--- config.mk ---
export PLATFORM = sky130hd
export DESIGN_NAME = serial_line_tokenizer_unit
export DESIGN_NICKNAME = d
export VERILOG_FILES = /design/src/rtl/slt_pkg.sv /design/src/rtl/serial_line_tokenizer_unit.sv /design/src/rtl/slt_line_mem.sv /design/src/rtl/slt_end_mem.sv /design/src/rtl/slt_push_ctrl.sv
export SDC_FILE = /design/constraint.sdc
export NUM_CORES = 1
export LEC_CHECK = 0
export ABC_AREA = 1
export BUFFER_PORTS_ARGS = -buffer_cell sky130_fd_sc_hd__buf_2
export CORE_MARGIN = 4
export CORE_UTILIZATION = 54
export DETAILED_ROUTE_END_ITERATION = 16
export PLACE_DENSITY = 0.74
export SYNTH_ARGS = -nofsm -noshare
export SYNTH_HDL_FRONTEND = slang
export SYNTH_HIERARCHICAL = 1
export SYNTH_SLANG_ARGS = --single-unit
export TNS_END_PERCENT = 100
--- constraint.sdc ---
create_clock -name aclk -period 3.5 [get_ports aclk]
set_clock_uncertainty 0.05 [all_clocks]
set_input_delay 0 -clock aclk [delete_from_list [all_inputs] [get_ports aclk]]
set_output_delay 0 -clock aclk [all_outputs]
set_load 0.05 [all_outputs]
--- src/rtl/slt_pkg.sv ---
// Shared types, character codes and helper functions for the serial line tokenizer.
// No dependencies; the top level, the push controller and the testbench import this package.
`default_nettype none

package slt_pkg;

    // Default sizes, handed to the top level as parameter defaults.
    localparam int LINE_BYTES_DEF = 64;
    localparam int MAX_TOKENS_DEF = 8;

    // Shortest line that records a final token end.
    localparam int MIN_LINE_BYTES = 2;

    // Operation codes of the input word.
    typedef enum logic [1:0] {
        OP_PUSH  = 2'd0,
        OP_QUERY = 2'd1,
        OP_READ  = 2'd2,
        OP_NONE  = 2'd3
    } op_t;

    // Character codes that steer tokenizing.
    localparam logic [7:0] CH_NUL   = 8'h00;
    localparam logic [7:0] CH_TAB   = 8'h09;
    localparam logic [7:0] CH_LF    = 8'h0A;
    localparam logic [7:0] CH_VT    = 8'h0B;
    localparam logic [7:0] CH_FF    = 8'h0C;
    localparam logic [7:0] CH_CR    = 8'h0D;
    localparam logic [7:0] CH_SPACE = 8'h20;

    // Status of one push, passed from the push controller to the top level.
    typedef struct packed {
        logic line_we;
        logic end_we;
        logic line_done;
        logic overflow;
    } push_ctl_t;

    // Whitespace is stored as zero and closes a token.
    function automatic logic is_blank(input logic [7:0] ch);
        return (ch == CH_SPACE) || (ch == CH_TAB) || (ch == CH_LF) ||
               (ch == CH_VT) || (ch == CH_FF) || (ch == CH_CR);
    endfunction

    // Characters that terminate the line.
    function automatic logic is_line_end(input logic [7:0] ch);
        return (ch == CH_LF) || (ch == CH_CR) || (ch == CH_NUL);
    endfunction

endpackage

`default_nettype wire

--- src/rtl/serial_line_tokenizer_unit.sv ---
// Serial line tokenizer with line store and token end table.
// Top level; uses slt_pkg, slt_line_mem, slt_end_mem and slt_push_ctrl.
//
// Usage:
//   The s_ channel carries one word per handshake: op selects a push of
//   char_in, a token query by token_index, or a read of byte_address.
//   Every accepted word produces exactly one result word on the m_ channel;
//   fields that do not belong to the word's op are zero.
//   On its way from acceptance to m_valid a word first passes the memory
//   read stage, which reads the line store or the end table (both synchronous
//   memories), and then the output register, which holds the formed result.
//   Throughput is one word per cycle. Each word makes at most one access to
//   each memory, and a write at the accepting edge is seen by any later read.
//   When the receiver stalls, one word waits in the output register and one
//   in the memory read stage; s_ready falls only when both are occupied.
//   Reset (aresetn low, synchronous) empties the line, clears the pending
//   clear and drops both pipeline stages. Store contents are not cleared.
`default_nettype none

module serial_line_tokenizer_unit
    import slt_pkg::*;
#(
    parameter int LINE_BYTES = LINE_BYTES_DEF,
    parameter int MAX_TOKENS = MAX_TOKENS_DEF
) (
    input  wire logic       aclk,
    input  wire logic       aresetn,
    input  wire logic       s_valid,
    output logic            s_ready,
    input  wire logic [1:0] s_op,
    input  wire logic [7:0] s_char_in,
    input  wire logic [7:0] s_token_index,
    input  wire logic [7:0] s_byte_address,
    output logic            m_valid,
    input  wire logic       m_ready,
    output logic            m_line_done,
    output logic            m_input_overflow,
    output logic            m_token_missing,
    output logic [7:0]      m_token_offset,
    output logic [7:0]      m_token_length,
    output logic [7:0]      m_byte_value
);

    localparam int LINE_AW = $clog2(LINE_BYTES);
    localparam int END_AW  = (MAX_TOKENS > 1) ? $clog2(MAX_TOKENS) : 1;
    localparam int ECNT_W  = $clog2(MAX_TOKENS + 1);

    op_t               in_op;
    logic              accept;
    logic              push_en;
    logic              query_miss;
    logic              read_oor;
    logic              out_free;

    push_ctl_t         push_status;
    logic [LINE_AW-1:0] line_wr_addr;
    logic [7:0]         line_wr_data;
    logic [END_AW-1:0]  end_wr_addr;
    logic [7:0]         end_wr_data;
    logic [ECNT_W-1:0]  end_count;
    logic [7:0]         line_rd_data;
    logic [END_AW-1:0]  end_hi_addr;
    logic [7:0]         end_hi_data;
    logic [7:0]         end_lo_data;

    // Memory read stage.
    logic v1_reg;
    op_t  op1_reg;
    logic done1_reg, ovf1_reg, miss1_reg, zero1_reg, oor1_reg;

    // Output register.
    logic       m_valid_reg;
    logic       done_reg, ovf_reg, miss_reg;
    logic [7:0] offs_reg, len_reg, val_reg;
    logic       done_next, ovf_next, miss_next;
    logic [7:0] offs_next, len_next, val_next;

    // Handshake: the read stage advances whenever the output register is free.
    assign in_op    = op_t'(s_op);
    assign out_free = !m_valid_reg || m_ready;
    assign s_ready  = !v1_reg || out_free;
    assign accept   = s_valid && s_ready;
    assign push_en  = accept && (in_op == OP_PUSH);

    // Query and read range checks against the current line.
    assign query_miss = (s_token_index >= 8'(end_count)) ||
                        (s_token_index >= 8'(MAX_TOKENS));
    assign read_oor   = s_byte_address >= 8'(LINE_BYTES);
    assign end_hi_addr = s_token_index[END_AW-1:0];

    slt_push_ctrl #(
        .LINE_BYTES (LINE_BYTES),
        .MAX_TOKENS (MAX_TOKENS),
        .LINE_AW    (LINE_AW),
        .END_AW     (END_AW),
        .ECNT_W     (ECNT_W)
    ) u_ctrl (
        .aclk         (aclk),
        .aresetn      (aresetn),
        .push_en      (push_en),
        .char_in      (s_char_in),
        .status       (push_status),
        .line_wr_addr (line_wr_addr),
        .line_wr_data (line_wr_data),
        .end_wr_addr  (end_wr_addr),
        .end_wr_data  (end_wr_data),
        .end_count    (end_count)
    );

    slt_line_mem #(
        .LINE_BYTES (LINE_BYTES),
        .LINE_AW    (LINE_AW)
    ) u_line_mem (
        .aclk    (aclk),
        .wr_en   (push_status.line_we),
        .wr_addr (line_wr_addr),
        .wr_data (line_wr_data),
        .rd_en   (accept && (in_op == OP_READ) && !read_oor),
        .rd_addr (s_byte_address[LINE_AW-1:0]),
        .rd_data (line_rd_data)
    );

    slt_end_mem #(
        .MAX_TOKENS (MAX_TOKENS),
        .END_AW     (END_AW)
    ) u_end_mem (
        .aclk       (aclk),
        .wr_en      (push_status.end_we),
        .wr_addr    (end_wr_addr),
        .wr_data    (end_wr_data),
        .rd_en      (accept && (in_op == OP_QUERY) && !query_miss),
        .rd_hi_addr (end_hi_addr),
        .rd_lo_addr (end_hi_addr - END_AW'(1)),
        .rd_hi_data (end_hi_data),
        .rd_lo_data (end_lo_data)
    );

    // Read stage control; payload flags are captured with each accepted word.
    always_ff @(posedge aclk) begin
        if (!aresetn) begin
            v1_reg <= 1'b0;
        end else if (accept) begin
            v1_reg <= 1'b1;
        end else if (out_free) begin
            v1_reg <= 1'b0;
        end
    end

    always_ff @(posedge aclk) begin
        if (accept) begin
            op1_reg   <= in_op;
            done1_reg <= push_status.line_done;
            ovf1_reg  <= push_status.overflow;
            miss1_reg <= query_miss;
            zero1_reg <= (s_token_index == 8'd0);
            oor1_reg  <= read_oor;
        end
    end

    // Form the result from the memory data.
    always_comb begin
        done_next = 1'b0;
        ovf_next  = 1'b0;
        miss_next = 1'b0;
        offs_next = 8'd0;
        len_next  = 8'd0;
        val_next  = 8'd0;
        unique case (op1_reg)
            OP_PUSH: begin
                done_next = done1_reg;
                ovf_next  = ovf1_reg;
            end
            OP_QUERY: begin
                if (miss1_reg) begin
                    miss_next = 1'b1;
                end else begin
                    offs_next = zero1_reg ? 8'd0 : end_lo_data;
                    len_next  = end_hi_data - offs_next - 8'd1;
                end
            end
            OP_READ: begin
                val_next = oor1_reg ? 8'd0 : line_rd_data;
            end
            default: begin
            end
        endcase
    end

    // Output register.
    always_ff @(posedge aclk) begin
        if (!aresetn) begin
            m_valid_reg <= 1'b0;
        end else if (out_free) begin
            m_valid_reg <= v1_reg;
        end
    end

    always_ff @(posedge aclk) begin
        if (out_free && v1_reg) begin
            done_reg <= done_next;
            ovf_reg  <= ovf_next;
            miss_reg <= miss_next;
            offs_reg <= offs_next;
            len_reg  <= len_next;
            val_reg  <= val_next;
        end
    end

    assign m_valid          = m_valid_reg;
    assign m_line_done      = done_reg;
    assign m_input_overflow = ovf_reg;
    assign m_token_missing  = miss_reg;
    assign m_token_offset   = offs_reg;
    assign m_token_length   = len_reg;
    assign m_byte_value     = val_reg;

    // Every accepted word occupies the read stage on the next cycle.
    a_accept_fills_stage: assert property (@(posedge aclk) disable iff (!aresetn)
        accept |=> v1_reg)
        else $error("accepted word lost before the read stage");

    // With both stages full and the receiver stalled, no word may enter.
    a_full_blocks: assert property (@(posedge aclk) disable iff (!aresetn)
        (v1_reg && m_valid_reg && !m_ready) |-> !s_ready)
        else $error("word accepted into a full pipeline");

    // A missing token carries no position.
    a_missing_zero: assert property (@(posedge aclk) disable iff (!aresetn)
        (m_valid_reg && miss_reg) |-> (offs_reg == 8'd0) && (len_reg == 8'd0))
        else $error("missing token reported with a position");

endmodule

`default_nettype wire

--- src/rtl/slt_line_mem.sv ---
// Line store: one write port and one registered read port.
// Depends on nothing but its parameters.
`default_nettype none

module slt_line_mem #(
    parameter int LINE_BYTES = 64,
    parameter int LINE_AW    = $clog2(LINE_BYTES)
) (
    input  wire logic               aclk,
    input  wire logic               wr_en,
    input  wire logic [LINE_AW-1:0] wr_addr,
    input  wire logic [7:0]         wr_data,
    input  wire logic               rd_en,
    input  wire logic [LINE_AW-1:0] rd_addr,
    output logic      [7:0]         rd_data
);

    logic [7:0] mem [LINE_BYTES];

    // Write the pushed byte.
    always_ff @(posedge aclk) begin
        if (wr_en) begin
            mem[wr_addr] <= wr_data;
        end
    end

    // Registered read; the data holds while no read is issued.
    always_ff @(posedge aclk) begin
        if (rd_en) begin
            rd_data <= mem[rd_addr];
        end
    end

endmodule

`default_nettype wire

--- src/rtl/slt_end_mem.sv ---
// Token end table: one write port and two registered read ports.
// The two reads fetch the end of a token and the end of the token before it.
`default_nettype none

module slt_end_mem #(
    parameter int MAX_TOKENS = 8,
    parameter int END_AW     = (MAX_TOKENS > 1) ? $clog2(MAX_TOKENS) : 1
) (
    input  wire logic              aclk,
    input  wire logic              wr_en,
    input  wire logic [END_AW-1:0] wr_addr,
    input  wire logic [7:0]        wr_data,
    input  wire logic              rd_en,
    input  wire logic [END_AW-1:0] rd_hi_addr,
    input  wire logic [END_AW-1:0] rd_lo_addr,
    output logic      [7:0]        rd_hi_data,
    output logic      [7:0]        rd_lo_data
);

    logic [7:0] mem [MAX_TOKENS];

    // Record a token end.
    always_ff @(posedge aclk) begin
        if (wr_en) begin
            mem[wr_addr] <= wr_data;
        end
    end

    // Both reads are registered together.
    always_ff @(posedge aclk) begin
        if (rd_en) begin
            rd_hi_data <= mem[rd_hi_addr];
            rd_lo_data <= mem[rd_lo_addr];
        end
    end

endmodule

`default_nettype wire

--- src/rtl/slt_push_ctrl.sv ---
// Push controller: fill count, token end count and the pending clear.
// Decides where each pushed byte and each token end is written. Uses slt_pkg.
`default_nettype none

module slt_push_ctrl
    import slt_pkg::*;
#(
    parameter int LINE_BYTES = LINE_BYTES_DEF,
    parameter int MAX_TOKENS = MAX_TOKENS_DEF,
    parameter int LINE_AW    = $clog2(LINE_BYTES),
    parameter int END_AW     = (MAX_TOKENS > 1) ? $clog2(MAX_TOKENS) : 1,
    parameter int ECNT_W     = $clog2(MAX_TOKENS + 1)
) (
    input  wire logic               aclk,
    input  wire logic               aresetn,
    input  wire logic               push_en,
    input  wire logic [7:0]         char_in,
    output push_ctl_t               status,
    output logic      [LINE_AW-1:0] line_wr_addr,
    output logic      [7:0]         line_wr_data,
    output logic      [END_AW-1:0]  end_wr_addr,
    output logic      [7:0]         end_wr_data,
    output logic      [ECNT_W-1:0]  end_count
);

    localparam int FILL_W = $clog2(LINE_BYTES + 1);

    logic [FILL_W-1:0] fill_reg, fill_next;
    logic [ECNT_W-1:0] end_reg, end_next;
    logic              clear_reg, clear_next;

    logic [FILL_W-1:0] base_fill;
    logic [FILL_W-1:0] new_fill;
    logic [ECNT_W-1:0] base_end;
    logic              record;

    // A pending clear empties the line before the byte is taken.
    assign base_fill = clear_reg ? '0 : fill_reg;
    assign base_end  = clear_reg ? '0 : end_reg;
    assign new_fill  = base_fill + FILL_W'(1);

    // Decide the effect of one push.
    always_comb begin
        fill_next    = fill_reg;
        end_next     = end_reg;
        clear_next   = clear_reg;
        status       = '0;
        record       = 1'b0;
        line_wr_addr = base_fill[LINE_AW-1:0];
        line_wr_data = is_blank(char_in) ? 8'd0 : char_in;
        end_wr_addr  = base_end[END_AW-1:0];
        end_wr_data  = 8'(new_fill);
        if (push_en) begin
            fill_next  = base_fill;
            end_next   = base_end;
            clear_next = 1'b0;
            if (base_fill >= FILL_W'(LINE_BYTES)) begin
                // Store full: drop the byte and start over.
                fill_next       = '0;
                end_next        = '0;
                status.overflow = 1'b1;
            end else begin
                status.line_we = 1'b1;
                fill_next      = new_fill;
                if (is_line_end(char_in)) begin
                    clear_next = 1'b1;
                    if (new_fill >= FILL_W'(MIN_LINE_BYTES)) begin
                        record           = 1'b1;
                        status.line_done = 1'b1;
                    end
                end else if (is_blank(char_in)) begin
                    record = 1'b1;
                end
                // Ends beyond the table are ignored.
                if (record && (base_end < ECNT_W'(MAX_TOKENS))) begin
                    status.end_we = 1'b1;
                    end_next      = base_end + ECNT_W'(1);
                end
            end
        end
    end

    // Line state registers.
    always_ff @(posedge aclk) begin
        if (!aresetn) begin
            fill_reg  <= '0;
            end_reg   <= '0;
            clear_reg <= 1'b0;
        end else begin
            fill_reg  <= fill_next;
            end_reg   <= end_next;
            clear_reg <= clear_next;
        end
    end

    assign end_count = end_reg;

    // An overflow always leaves an empty line behind.
    a_overflow_empties: assert property (@(posedge aclk) disable iff (!aresetn)
        (push_en && status.overflow) |=> (fill_reg == '0) && (end_reg == '0))
        else $error("overflow did not empty the line");

    // The end count never passes the table size.
    a_end_bound: assert property (@(posedge aclk) disable iff (!aresetn)
        end_reg <= ECNT_W'(MAX_TOKENS))
        else $error("end count beyond table size");

    // The fill count never passes the store size.
    a_fill_bound: assert property (@(posedge aclk) disable iff (!aresetn)
        fill_reg <= FILL_W'(LINE_BYTES))
        else $error("fill count beyond store size");

endmodule

`default_nettype wire

* After elaboration in Yosys (flattened, before gate mapping)
Memories as Yosys holds them, arrays and structs flattened. A register that Yosys moved wholly into a read port is not among the register bits. Cells that the tools add are included.
Word-level totals: register bits after elaboration 64, ROM bits 0, memory bits (writable) 568, output and inout port bits 29, memories 2, logic and storage cells 102, latch bits 0, bits of input ports 30
Memory list:
- u_line_mem.mem | depth 64, width 8, read ports 1, clocked after memory_dff 1, wr ports 1, RTL line slt_line_mem.sv:18 | logic [7:0] mem [LINE_BYTES];
- u_end_mem.mem | depth 8, width 7, read ports 2, clocked after memory_dff 2, wr ports 1, RTL line slt_end_mem.sv:20 | logic [7:0] mem [MAX_TOKENS];
Operators by class: add/subtract/negate cells 5, reduce and logical (&&, ||, !) cells 30, magnitude comparators 6, div/mod/pow operators 0, shift-type cells 0, bitwise gates (word level) 4, equality and inequality tests 10, multiply operators 0, multiplexer cells 26
Operators with widths (number):
- equality test 8 x 4 -> 1 bit, second input constant | 5
- two-way mux 1 bit | 17
- zero test 8 bit | 2
- two-way mux 4 bit | 4
- two-way mux 8 bit | 2
- two-way mux 7 bit | 2
- logical OR 1 bit | 10
- equality test 8 x 6 -> 1 bit, second input constant | 1
- >= comparator 8 x 4 -> 1 bit | 1
- >= comparator 8 x 4 -> 1 bit, second input constant | 1
- >= comparator 8 x 7 -> 1 bit, second input constant | 1
- logical AND 1 bit | 8
- subtractor 8 x 1 -> 8 bit, second input constant | 1
- subtractor 8 bit | 1
- adder 7 x 1 -> 7 bit, second input constant | 1
- >= comparator 7 x 2 -> 1 bit, second input constant | 1
- >= comparator 7 bit, second input constant | 1
- adder 4 x 1 -> 4 bit, second input constant | 1
- equality test 2 x 1 -> 1 bit, second input constant | 2
- equality test 2 bit, second input constant | 2
- zero test 1 bit | 4
- zero test 2 bit | 2
- less-than comparator 4 bit, second input constant | 1
- inverter 1 bit | 4
- other kinds (5) | 6

* Longest topological paths before layout
Gate-level depths: netlist of the first run.
depth after elaboration 16, depth in mapped cells 16, mapped depth without buffers 16

* Hierarchy
Netlist of the first run, hierarchy kept.
Modules (own cells, without submodules):
- slt_line_mem | area an instance 21419.3 um2, sequential area each 15615.0 um2, cells each 1805, times used 1
- slt_end_mem | area an instance 4033.9 um2, sequential area each 2402.3 um2, cells each 461, times used 1
- serial_line_tokenizer_unit | area an instance 1881.8 um2, sequential area each 1061.0 um2, cells each 196, times used 1
- slt_push_ctrl | area an instance 1004.7 um2, sequential area each 240.2 um2, cells each 172, times used 1

* Least setup slack after synthesis of the first run
OpenSTA, ideal clock, no wires.
path kind reg2reg, start point register m_valid_reg, in the netlist m_valid, end point memory u_line_mem.mem[50][0] (enable), data required time 3.055 ns, period minus slack after synthesis 3.398 ns, setup slack 0.102 ns, data arrival time 2.954 ns, cell stages (with the launch flop) 10, buffers on the path 2, setup time 0.395 ns, path through dfxtp_1 nand3_2 nand2_1 nor3_1 nand2_1 inv_1 buf_2 clkbuf_1 nand4_1 nor4_1
RTL lines:
- start, declared | RTL line serial_line_tokenizer_unit.sv:72 | logic m_valid_reg;
- start signal, assigned | RTL line serial_line_tokenizer_unit.sv:194 | m_valid_reg <= v1_reg;
- end, declared | RTL line slt_line_mem.sv:18

==> reports/qor.txt, run 1 <==
reg2reg start = u_ctrl/fill_reg[0]$_SDFFE_PN0P_
fin area = 31800 sq um
fraction of layout cells with a size suffix above 1 = 11.0%
clk slew on worst S/H paths = 0.06 ns
sequential area share after synthesis = 68.2%
post-layout min period = 3.16 ns
crit-path cells = inv_1, nor2_1, ha_1, nand3_2, nor3_1, ha_1, nand2_1, a21oi_2, nand2_1, nor2_4, nand3_4, nand2_4, nor2_1, nand2_1, nor2_1
max FFs per register = 512
drt total wl = 69900 microns
P per Cell Area = 529 nW/um^2
CP required = 3.69 ns
vias in the first global route = 19000
FF-to-FF path depth = 15
H-tree Lvls = 3
GPL Wtd Cong = 0.917
max_slew headroom = 11.4%
commonest non-fill, non-tap cell in the layout = nand2_1
final setup vio count = 0
hpwl dp = 42300 microns
Vias = 19900
Placed Instances = 3335
DP Area = 29400 sq um
Max VDD drop = 524 uV
Synth Area per Inst = 10.8 sq um
Final Max Tran Viols = 0
number of setup buffers added after CTS = 0
Worst setup EP type = flip-flop
row count = 83
Setup TNS = 0 ns
Worst Hold End = u_end_mem/rd_hi_data[2]$_DFFE_PP_
clock buffer count from CTS = 68
outcome = finished clean
clock root buffer = clkbuf_16
largest net degree at the start of global routing = 257
Worst Slack Setup Final = 0.335 ns
initial antenna violation count = 1
min-delay worst type = input pin to flip-flop
die height = 237 microns
clock latency on the worst-skew pair = 0.61 ns
die area = 56200 sq um
first-pass GRT wire length = 107000 microns
biggest regs = u_line_mem/mem x512, u_end_mem/mem x64
initial core utilization = 54.9%
io pins = 59
largest fanout on the critical path = 8
Iter 0 DRT Violations = 2763
Leak Pwr = 12.4 nW
CTS tree = yes
total track usage = 24.4%
Core Region = 51600 sq um
Post-Synthesis Cells = 2634
busiest grt layer = met2
clk sink count = 648
Max Buffers Root-to-Sink = 3
met3 Usage GRT = 4.06%
met1 usage = 33.5%
Worst Max-Slew Pin Slew = 1.33 ns
final non-filler cell total = 3475
total chip power = 16.8 mW
Wirelength per Cell = 20.1 microns
critical path class = flip-flop to flip-flop
Hold Vio Cnt, Final = 0
worst r2r dst = u_end_mem/mem[1][3]$_DFFE_PP_
post-synth net total = 2682
global route overflow = 0
Peak Freq = 316 MHz
vias per cell = 5.72
number of library cell types mapped by synthesis = 38
commonest non-fill, non-tap cells in the layout = nand2_1 (950), edfxtp_1 (634), nand3_1 (519), inv_1 (147), nor2_1 (110)
synth warn = 6
reg2reg setup slack = 0.34 ns
Crit-path slowest cell = nor2_1
P&R area growth vs syn = 12.2%
grt met2 use = 39.9%
pre-CTS setup slack = 0.474 ns
Pre-Repair DR Iteration Count = 6
#FFs+latches synth = 648
RSZ-0062 raised after global routing = no
Final nets = 2790
post-layout util = 61.6%
worst hold path depth = 5
CP startpoint kind = flip-flop
crit-path max cell delay = 0.55 ns
CP arrival = 3.35 ns
Routed Antenna Nets = 0
hold path start = s_token_index[1]
width of the chip = 237 microns
Biggest register = u_line_mem/mem
Port Buf Inserts = 58
DRC errors left = 0
Final Cycle Share = 90.4%
Syn Std Cell Area = 28300 sq um
worst hold margin = 0.0524 ns
max cap viols = 0
==> worst max-delay path, delay by kind of cell, from the launching register on <==
kind | cells | cell delay [ns]
flip-flops | 1 | 0.35
buffers and inverters | 1 | 0.06
AND/OR/NAND/NOR | 11 | 1.75
adder cells (fa/ha/maj) | 2 | 0.56
AO/OA/AOI/OAI | 1 | 0.04
==> cell type report <==
cell class                 count  area, sq um
fill                        3983        19800
sequential                   648        19300
multi-input combinational   1685         7430
clock buffer                  79         1810
timing repair buffer         181         1350
tap                          680          851
inverter                     158          607
clock inverter                43          444
antenna                        1         2.50
==> cell usage after synthesis <==
cell type | instances | share of area, %
or2_2 | 2 | 0.044
or2_1 | 1 | 0.022
a21oi_2 | 2 | 0.062
xnor2_1 | 1 | 0.031
buf_2 | 43 | 0.76
xor2_1 | 3 | 0.093
dfxtp_1 | 14 | 0.99
nor2_1 | 115 | 1.5
edfxtp_1 | 634 | 67
nand3_1 | 519 | 9.2
inv_1 | 148 | 2.0
a21oi_1 | 22 | 0.39
nor3b_1 | 3 | 0.079
ha_1 | 17 | 0.75
nor2_4 | 2 | 0.079
nand2_4 | 2 | 0.079
buf_8 | 2 | 0.11
clkbuf_1 | 20 | 0.26
and2_4 | 1 | 0.031
nand3b_1 | 3 | 0.079
nand3_2 | 2 | 0.071
inv_2 | 6 | 0.079
nor4_1 | 9 | 0.20
nand4_1 | 14 | 0.31
buf_1 | 10 | 0.13
inv_6 | 1 | 0.031
buf_4 | 22 | 0.58
nand2_2 | 5 | 0.11
fa_1 | 1 | 0.071
inv_4 | 3 | 0.066
nor3_1 | 4 | 0.071
buf_6 | 46 | 1.8
o21ai_2 | 1 | 0.031
conb_1 | 1 | 0.013
nand3_4 | 1 | 0.062
o21ai_0 | 3 | 0.053
nand2_1 | 950 | 13
nor2_2 | 1 | 0.022
==> what timing repair did <==
action,in CTS,in global routing
resized for setup,0,0
hold endpoints to repair,66,0
hold buffers,17,0
==> where the power goes <==
group	leakage [nW]	internal (mW)	total, mW	switching (mW)
combinational	5.44	0.274	1.06	0.785
sequential	5.87	8.54	8.55	0.00894
clock	1.09	4.25	7.22	2.97
==> worst max path at each step <==
stage,from,endpoint,slack [ns],cells past startpoint
finish,u_ctrl/fill_reg[0]$_SDFFE_PN0P_,u_end_mem/mem[1][3]$_DFFE_PP_,0.34,15
global route,u_ctrl/fill_reg[1]$_SDFFE_PN0P_,u_end_mem/mem[1][6]$_DFFE_PP_,0.17,15
CTS,u_ctrl/fill_reg[0]$_SDFFE_PN0P_,u_end_mem/mem[1][7]$_DFFE_PP_,0.41,15
detailed placement,u_ctrl/clear_reg$_SDFFE_PN0P_,u_end_mem/mem[1][3]$_DFFE_PP_,0.47,14
global placement,u_ctrl/fill_reg[0]$_SDFFE_PN0P_,u_end_mem/mem[1][7]$_DFFE_PP_,0.51,15
floorplan,m_valid$_SDFFE_PN0P_,u_line_mem/mem[50][0]$_DFFE_PP_,0.10,9
==> cell families (layout without fill, tap and decap cells) <==
logic type / count (synthesis) / in the layout / synth area share, %
and+or+nand+nor: 1634 / 1634 / 24.5
other: 1 / 2 / 0.0132
xor gates and xnor gates: 4 / 4 / 0.124
buffers and inverters: 301 / 461 / 5.81
AOI/OAI and AO/OA: 28 / 28 / 0.534
DFF: 648 / 648 / 68.2
adders and majority gates: 18 / 18 / 0.821
==> metal layers <==
layer	vias to the layer above	part of all wire, %	wire (microns)
li1	9169	-	-
met1	9405	39	27400
met2	1126	47	33100
met3	179	9.8	6830
met4	0	3.6	2530
met5	-	0	0
No activity file was read; power rests on OpenSTA's default activity.
==> run 2, diff against run 1 <==
==> constraint.sdc (replaced) <==
create_clock -name aclk -period 3.5 [get_ports aclk]
set_clock_uncertainty 0.05 [all_clocks]
set_input_delay 0.7 -clock aclk [delete_from_list [all_inputs] [get_ports aclk]]
set_output_delay 0.7 -clock aclk [all_outputs]
set_load 0.05 [all_outputs]
==> run 2 against run 1 <==
  * Cell area down 0.84%
  * Global-route usage down 0.066 points
  * Critical path depth down 1
  * Sequential share of layout area up 0.52 points
  * Wire length down 1.4%
  * Non-clock buffer count down 14
  * Combinational power about the same
  * Via count about the same
  * Utilization down 0.52 points
  * Largest cell class unchanged
==> reports/qor.txt, run 2 (synthesis gave the netlist of run 1 again) <==
DRC errors left = 0
CP required = 3.66 ns
die area = 56200 sq um
largest fanout on the critical path = 8
clock root buffer = clkbuf_16
largest net degree at the start of global routing = 99
H-tree Lvls = 3
reg2reg start = u_ctrl/clear_reg$_SDFFE_PN0P_
Routed Antenna Nets = 0
worst hold path depth = 1
FF-to-FF path depth = 14
Final Max Tran Viols = 0
hold path start = s_op[1]
CP arrival = 3.28 ns
CP startpoint kind = flip-flop
Wirelength per Cell = 19.9 microns
CTS tree = yes
commonest non-fill, non-tap cells in the layout = nand2_1 (950), edfxtp_1 (634), nand3_1 (519), inv_1 (147), nor2_1 (110)
Worst Max-Slew Pin Slew = 0.941 ns
reg2reg setup slack = 0.38 ns
footprint of the multi-input gates = 7430 sq um
hpwl dp = 43500 microns
clk slew on worst S/H paths = 0.05 ns
GPL Wtd Cong = 0.915
filler instances = 3930
width of the chip = 237 microns
io pins = 59
P per Cell Area = 518 nW/um^2
Pre-Repair DR Iteration Count = 6
first-pass GRT wire length = 107000 microns
max FFs per register = 512
P&R area growth vs syn = 11.3%
Post-CTS Hold Buffers = 0
DP Area = 29500 sq um
number of setup buffers added after CTS = 0
min-delay worst type = input pin to flip-flop
Peak Freq = 321 MHz
Hold Vio Cnt, Final = 0
row count = 83
post-CTS sizing = 0
total chip power = 16.3 mW
max cap viols = 0
critical path class = flip-flop to flip-flop
vias per cell = 5.76
Vias = 19900
Max VDD drop = 532 uV
Final nets = 2775
clk sink count = 648
Worst setup EP type = flip-flop
outcome = finished clean
Leak Pwr = 12.3 nW
vias in the first global route = 19100
drt total wl = 68900 microns
clock latency on the worst-skew pair = 0.59 ns
Iter 0 DRT Violations = 2622
Reg area = 19300 sq um
final setup vio count = 0
initial core utilization = 54.9%
fraction of layout cells with a size suffix above 1 = 10.5%
pre-CTS setup slack = 0.422 ns
Port Buf Inserts = 58
RSZ-0062 raised after global routing = no
Max Buffers Root-to-Sink = 3
clock buffer count from CTS = 67
fin area = 31500 sq um
Worst Hold End = op1_reg[1]$_DFFE_PP_
biggest regs = u_line_mem/mem x512, u_end_mem/mem x64
post-layout min period = 3.12 ns
Core Region = 51600 sq um
Final Cycle Share = 89.1%
total track usage = 24.3%
Worst Slack Setup Final = 0.381 ns
worst r2r dst = u_end_mem/mem[2][6]$_DFFE_PP_
initial antenna violation count = 1
commonest non-fill, non-tap cell in the layout = nand2_1
max_slew headroom = 37.3%
die height = 237 microns
global route overflow = 0
Biggest register = u_line_mem/mem
## run 2: metrics by stage
step | utilization (%) | std cells | hold WS [ns] | setup TNS (ns)
floorplan | - | 2634 | 0.405 | -3.26
global placement | 57.1 | 3338 | 0.419 | 0
detailed placement | 57.1 | 3338 | 0.434 | 0
CTS | 61.1 | 3453 | 0.246 | 0
global route | 61.1 | 3453 | 0.259 | 0
finish | 61.1 | 3454 | 0.283 | 0
## run 2: per-layer routing
| layer | track usage, % | wire, microns | up-vias |
|---|---|---|---|
| met4 | 8.72 | 2560 | 0 |
| met2 | 38.8 | 32200 | 1169 |
| met3 | 5.18 | 7080 | 172 |
| met1 | 33.4 | 27000 | 9421 |
| li1 | - | - | 9130 |
| met5 | 0 | 0 | - |
## run 2: worst max-delay path by stage
stage               cells past startpoint                              end  slack (ns)                            start
floorplan                              10  u_line_mem/mem[50][0]$_DFFE_PP_       -0.05                          m_ready
global placement                       11  u_line_mem/mem[48][0]$_DFFE_PP_        0.50                          m_ready
detailed placement                     11  u_line_mem/mem[45][7]$_DFFE_PP_        0.42                          m_ready
CTS                                    14    u_end_mem/mem[2][0]$_DFFE_PP_        0.45    u_ctrl/clear_reg$_SDFFE_PN0P_
global route                           15    u_end_mem/mem[2][6]$_DFFE_PP_        0.16  u_ctrl/fill_reg[0]$_SDFFE_PN0P_
finish                                 14    u_end_mem/mem[2][6]$_DFFE_PP_        0.38    u_ctrl/clear_reg$_SDFFE_PN0P_
## run 2: worst max-delay path, cell delays in order (launching register included)
cell     delay [ns]
dfxtp_1        0.38
nor2_1         0.20
ha_1           0.26
nand3_2        0.11
nor3_1         0.20
ha_1           0.28
nand2_1        0.08
a21oi_2        0.03
nand2_1        0.10
nor2_4         0.05
nand3_4        0.09
nand2_4        0.06
nor2_1         0.15
nand2_1        0.15
nor2_1         0.56
## run 2: report_power, final
| group | total [mW] | internal [mW] | switching (mW) |
|---|---|---|---|
| registers | 8.55 | 8.54 | 0.00921 |
| logic | 1.05 | 0.271 | 0.780 |
| clock network | 6.73 | 3.99 | 2.74 |
| total | 16.3 | 12.8 | 3.53 |
## run 2: cell type report
type,instances,share of cell area [%]
clock buffer,98,6.05
clock inverter,17,0.547
sequential,648,61.2
antenna,1,0.00793
multi-input combinational,1685,23.5
timing repair buffer,167,3.98
tap,680,2.70
inverter,158,1.92
